==> src/sv/grc_pkg.sv <==
// Shared types and constants of the grid ray wall caster.
package grc_pkg;

    localparam int START_W  = 14;
    localparam int TOWARD_W = 16;
    localparam int D_W      = 17;
    localparam int DEN_W    = 16;
    localparam int HIT_W    = 16;
    localparam int STATUS_W = 2;
    localparam int CFG_W    = 7;
    localparam int CFG_IDX_W = 1;
    localparam int SQ_W     = 62;
    localparam int DIST_W   = 63;

    localparam logic [31:0] OFFSET_SAT = 32'h7FFF_FFFF;
    localparam logic [CFG_W-1:0] MAP_DIM_RESET = 7'd64;

    localparam logic OP_WRITE = 1'b0;
    localparam logic OP_CAST  = 1'b1;

    localparam logic [CFG_IDX_W-1:0] CFG_MAP_WIDTH  = 1'b0;
    localparam logic [CFG_IDX_W-1:0] CFG_MAP_HEIGHT = 1'b1;

    localparam logic [STATUS_W-1:0] ST_WALL    = 2'd0;
    localparam logic [STATUS_W-1:0] ST_OUTSIDE = 2'd1;
    localparam logic [STATUS_W-1:0] ST_NODIR   = 2'd2;

    localparam logic AX_X = 1'b0;
    localparam logic AX_Y = 1'b1;

    typedef struct packed {
        logic clear;
        logic wr;
        logic load;
        logic amul;
        logic div_go;
        logic div_sel;
        logic take0;
        logic take1;
        logic sq;
        logic sum;
        logic pick;
        logic rd;
        logic emit;
        logic emit_nodir;
        logic axis;
    } cmd_t;

    typedef struct packed {
        logic clr_last;
        logic dx_zero;
        logic dy_zero;
        logic div_done;
        logic stop;
        logic adv_y;
    } st_t;

endpackage

==> src/sv/grc_ctrl.sv <==
// Controller: map clear, ray setup sequence and crossing walk.
module grc_ctrl
    import grc_pkg::*;
(
    input  logic clk,
    input  logic rst_n,
    input  logic start,
    input  logic op,
    input  st_t  st,
    output cmd_t cmd,
    output logic busy,
    output logic done
);

    typedef enum logic [3:0] {
        S_CLEAR,
        S_IDLE,
        S_SETUP,
        S_AMUL,
        S_D0GO,
        S_D0WAIT,
        S_D1GO,
        S_D1WAIT,
        S_SQ,
        S_SUM,
        S_PICK,
        S_RD,
        S_CHK
    } state_t;

    state_t state_reg, state_next;
    logic   axis_reg, axis_next;
    logic   done_reg, done_next;

    always_comb
    begin
        state_next = state_reg;
        axis_next  = axis_reg;
        done_next  = 1'b0;
        case (state_reg)
            S_CLEAR:
            begin
                if (st.clr_last)
                begin
                    state_next = S_IDLE;
                end
            end
            S_IDLE:
            begin
                if (start && op == OP_CAST)
                begin
                    state_next = S_SETUP;
                end
            end
            S_SETUP:
            begin
                if (st.dx_zero && st.dy_zero)
                begin
                    state_next = S_IDLE;
                    done_next  = 1'b1;
                end
                else
                begin
                    axis_next  = st.dx_zero ? AX_Y : AX_X;
                    state_next = S_AMUL;
                end
            end
            S_AMUL:   state_next = S_D0GO;
            S_D0GO:   state_next = S_D0WAIT;
            S_D0WAIT:
            begin
                if (st.div_done)
                begin
                    state_next = S_D1GO;
                end
            end
            S_D1GO:   state_next = S_D1WAIT;
            S_D1WAIT:
            begin
                if (st.div_done)
                begin
                    state_next = S_SQ;
                end
            end
            S_SQ:     state_next = S_SUM;
            S_SUM:
            begin
                if (axis_reg == AX_X && !st.dy_zero)
                begin
                    axis_next  = AX_Y;
                    state_next = S_AMUL;
                end
                else
                begin
                    state_next = S_PICK;
                end
            end
            S_PICK:   state_next = S_RD;
            S_RD:     state_next = S_CHK;
            S_CHK:
            begin
                if (st.stop)
                begin
                    state_next = S_IDLE;
                    done_next  = 1'b1;
                end
                else
                begin
                    state_next = S_PICK;
                end
            end
            default:  state_next = S_IDLE;
        endcase
    end

    always_ff @(posedge clk or negedge rst_n)
    begin
        if (!rst_n)
        begin
            state_reg <= S_CLEAR;
            axis_reg  <= AX_X;
            done_reg  <= 1'b0;
        end
        else
        begin
            state_reg <= state_next;
            axis_reg  <= axis_next;
            done_reg  <= done_next;
        end
    end

    always_comb
    begin
        cmd            = '0;
        cmd.clear      = (state_reg == S_CLEAR);
        cmd.wr         = (state_reg == S_IDLE) && start && (op == OP_WRITE);
        cmd.load       = (state_reg == S_IDLE) && start && (op == OP_CAST);
        cmd.amul       = (state_reg == S_AMUL);
        cmd.div_go     = (state_reg == S_D0GO) || (state_reg == S_D1GO);
        cmd.div_sel    = (state_reg == S_D1GO);
        cmd.take0      = (state_reg == S_D0WAIT);
        cmd.take1      = (state_reg == S_D1WAIT);
        cmd.sq         = (state_reg == S_SQ) || (state_reg == S_RD);
        cmd.sum        = (state_reg == S_SUM) || (state_reg == S_CHK);
        cmd.pick       = (state_reg == S_PICK);
        cmd.rd         = (state_reg == S_RD);
        cmd.emit       = (state_reg == S_CHK) && st.stop;
        cmd.emit_nodir = (state_reg == S_SETUP) && st.dx_zero && st.dy_zero;
        cmd.axis       = ((state_reg == S_RD) || (state_reg == S_CHK)) ? st.adv_y : axis_reg;
    end

    assign busy = (state_reg != S_IDLE);
    assign done = done_reg;

endmodule

==> config.mk <==
export PLATFORM = sky130hd
export DESIGN_NAME = grc_ctrl
export DESIGN_NICKNAME = d
export VERILOG_FILES = /design/src/sv/grc_pkg.sv /design/src/sv/grc_ctrl.sv
export SDC_FILE = /design/constraint.sdc
export NUM_CORES = 1
export LEC_CHECK = 0
export BUFFER_PORTS_ARGS = -buffer_cell sky130_fd_sc_hd__buf_2
export CAP_MARGIN = 40
export CORE_MARGIN = 2
export CORE_UTILIZATION = 45
export DETAILED_ROUTE_END_ITERATION = 10
export PLACE_DENSITY = 0.76
export SYNTH_ARGS = -nofsm -noshare
export SYNTH_HDL_FRONTEND = slang
export SYNTH_SLANG_ARGS = --single-unit
==> constraint.sdc <==
create_clock -name clk -period 4.7 [get_ports clk]
set_clock_uncertainty 0.2 [all_clocks]
set_input_delay 0.705 -clock clk [delete_from_list [all_inputs] [get_ports clk]]
set_output_delay 0.705 -clock clk [all_outputs]
set_load 0.02 [all_outputs]
==> flow_summary.json <==
{
  "core.rowCount": 13,
  "fin_nets": 116,
  "grt_setup_unrepaired": "no",
  "crit_slowest_cell": "dfrtp_1",
  "place.gp.congestion": 0.838,
  "grt_pass1_vias": 489,
  "ir_drop_uv": 316,
  "path_clk_slew_ns": 0.04,
  "power.total_w": 0.000500,
  "setup.worst_path.end_class": "primary output",
  "htreeDepth": 1,
  "yosysWarningCount": 0,
  "nFillCells": 121,
  "tns_ns": 0,
  "grt_max_degree": 22,
  "cts_resized": 0,
  "root_buffer": "clkbuf_4",
  "dp_hpwl_mm": 1.03,
  "cp_num_cells": 5,
  "grt_use_total": 0.187,
  "rr_worst_depth": 4,
  "slew_viol_final": 0,
  "place_area_um2": 693,
  "hold_viol": 0,
  "insertion_delay_ns": 0.24,
  "largest_reg_flops": 4,
  "synth-compound-area-share": 0.214,
  "clock.fmax_mhz": 355,
  "overflow": 0,
  "crit_fanout": 16,
  "synth_area_um2": 592,
  "drive_above_1_share": 0.327,
  "start_util": 0.466,
  "cts_buffers": 3,
  "areaGrowthSynthToFinish_pct": 20.9,
  "clk_path_buf_depth": 2,
  "met2_usage": 0.310,
  "antenna_left": 0,
  "design_area_um2": 716,
  "finalCritPeriodShare": 0.599,
  "synth_top_family_by_area": "simple AND/OR/NAND/NOR gates",
  "slew_headroom": 0.638,
  "viasPerCell": 5.51,
  "finish.utilization": 0.564,
  "r2r_slack_ns": 3.05,
  "synthSimpleGateAreaFrac": 0.408,
  "synth-xor-area-share": 0.0148,
  "totalWireLength_mm": 1.40,
  "diodes": 0,
  "postCtsSetupBuffers": 0,
  "die_w_um": 40.3,
  "crit_family": "flip-flops",
  "syn_inst": 81,
  "synthMuxAreaShare": 0.0169,
  "status": "finished, final reports clean",
  "worst-path-buf-inv": 2,
  "synth_seq_cells": 6,
  "via_count": 656,
  "avgSynthCellArea_um2": 7.31,
  "die_h_um": 40.3,
  "worstSetupPathType": "register to primary output",
  "tightest_slew_ns": 0.542,
  "critPathCapture": "cmd[0]",
  "yosysSeqAreaShare": 0.254,
  "maxCapViolCount": 0,
  "syn-num-nets": 91,
  "critPathLaunchType": "register",
  "synth_fa_ha_area_frac": 0,
  "firstDrtPassIters": 4,
  "gr-max-usage-layer": "met2",
  "met1_usage": 0.253,
  "cts_tree": "yes",
  "dr.first_iter.drc_count": 15,
  "period_needed_ns": 2.82,
  "cpPeakStageDelay_ns": 0.65,
  "hold_buffers": 0,
  "critPathRequiredTime_ns": 3.80,
  "core-area_um2": 1270,
  "startpoint": "state_reg[0]$_DFFE_PN0P_",
  "path_cells": "inv_2 > or4b_1 > o21ai_1 > a21oi_1 > buf_2",
  "synth_top_area_frac": 0.254,
  "grt_pass1_wl_mm": 2.06,
  "clock_sinks": 6,
  "yosys.area.top_type": "dfrtp_1",
  "numPortBuffers": 26,
  "setup-violations-final": 0,
  "antenna_found_initial": 0,
  "grt_use_met3": 0.0556,
  "p_leak_nw": 0.341,
  "power_density_nw_per_um2": 699,
  "ios": 27,
  "wl_per_cell_um": 11.8,
  "drc": 0,
  "die_area_um2": 1620,
  "synthTopCellsByArea": "dfrtp_1, nor2_1, a21oi_1, nor3_1, nand2b_1",
  "r2r_end": "state_reg[3]$_DFFE_PN0P_",
  "r2r_start": "state_reg[0]$_DFFE_PN0P_",
  "arrival_ns": 1.91,
  "hold_class": "primary input to async pin",
  "synth_cell_types": 34
}
synthesized netlist by cell type (all sizes together):
master and n:
a2111oi 1, a211oi 1, a21oi 6, a22o 1
a2bb2oi 1, and2 1, and3 1, buf 5
clkbuf 1, dfrtp 6, inv 2, mux2i 1
nand2 5, nand2b 4, nand3 3, nand4b 1
nor2 16, nor2b 3, nor3 6, nor3b 2
o21ai 5, o22ai 3, o32a 1, o32ai 1
or2 1, or3 1, or4b 1, xor2 1
per-layer routing:
layer,vias to the layer above,routed length [um]
li1,336,-
met1,290,651
met2,30,632
met3,0,115
met4,0,0
met5,-,0
power by group:
part | total, W | internal, W | switching [W]
Sequential | 0.000153 | 0.0000736 | 0.0000792
Clock | 0.0000447 | 0.0000287 | 0.0000160
Combinational | 0.000303 | 0.000130 | 0.000173
Total | 0.000500 | 0.000233 | 0.000268
cell usage in the layout (no fill, tap or decap), types with 4 or more instances in the layout:
| cell | n |
|---|---|
| buf_2 | 26 |
| dfrtp_1 | 6 |
| nor2_1 | 15 |
| nand2b_1 | 4 |
| nand2_1 | 5 |
| o21ai_0 | 4 |
| a21oi_1 | 6 |
| nor3_1 | 6 |
through the flow:
step                instances  worst slack, ns  hold WS, ns
floorplan                  81             2.35        0.209
global route              119             1.78       0.0696
global placement          116             2.21        0.329
detailed placement        116             2.16        0.329
CTS                       119             1.89       0.0679
finish                    119             1.88       0.0748
how the worst min path moves through the flow:
stage,endpoint,start,slack (ns)
5_1_grt,state_reg[3]$_DFFE_PN0P_,rst_n,0.07
3_3_place_gp,state_reg[0]$_DFFE_PN0P_,rst_n,0.33
6_report,state_reg[0]$_DFFE_PN0P_,rst_n,0.07
3_5_place_dp,state_reg[0]$_DFFE_PN0P_,rst_n,0.33
4_1_cts,state_reg[0]$_DFFE_PN0P_,rst_n,0.07
2_1_floorplan,axis_reg$_DFFE_PN0P_,rst_n,0.21
final cells by class:
type                            instances  area [um^2]  share of cell area
Inverter                                2         7.51              0.0105
Clock buffer                            3         22.5              0.0315
Timing Repair Buffer                   26          130               0.182
Multi-Input combinational cell         67          387               0.540
Sequential cell                         6          150               0.210
Tap cell                               15         18.8              0.0262
logic make-up (layout without fill, tap and decap cells):
family / Yosys count / after routing
AOI/OAI and AO/OA: 20 / 20
xor gates and xnor gates: 1 / 1
buffers and inverters: 8 / 31
DFF: 6 / 6
muxes: 1 / 1
and+or+nand+nor: 45 / 45
(Power assumes the default switching activity.)
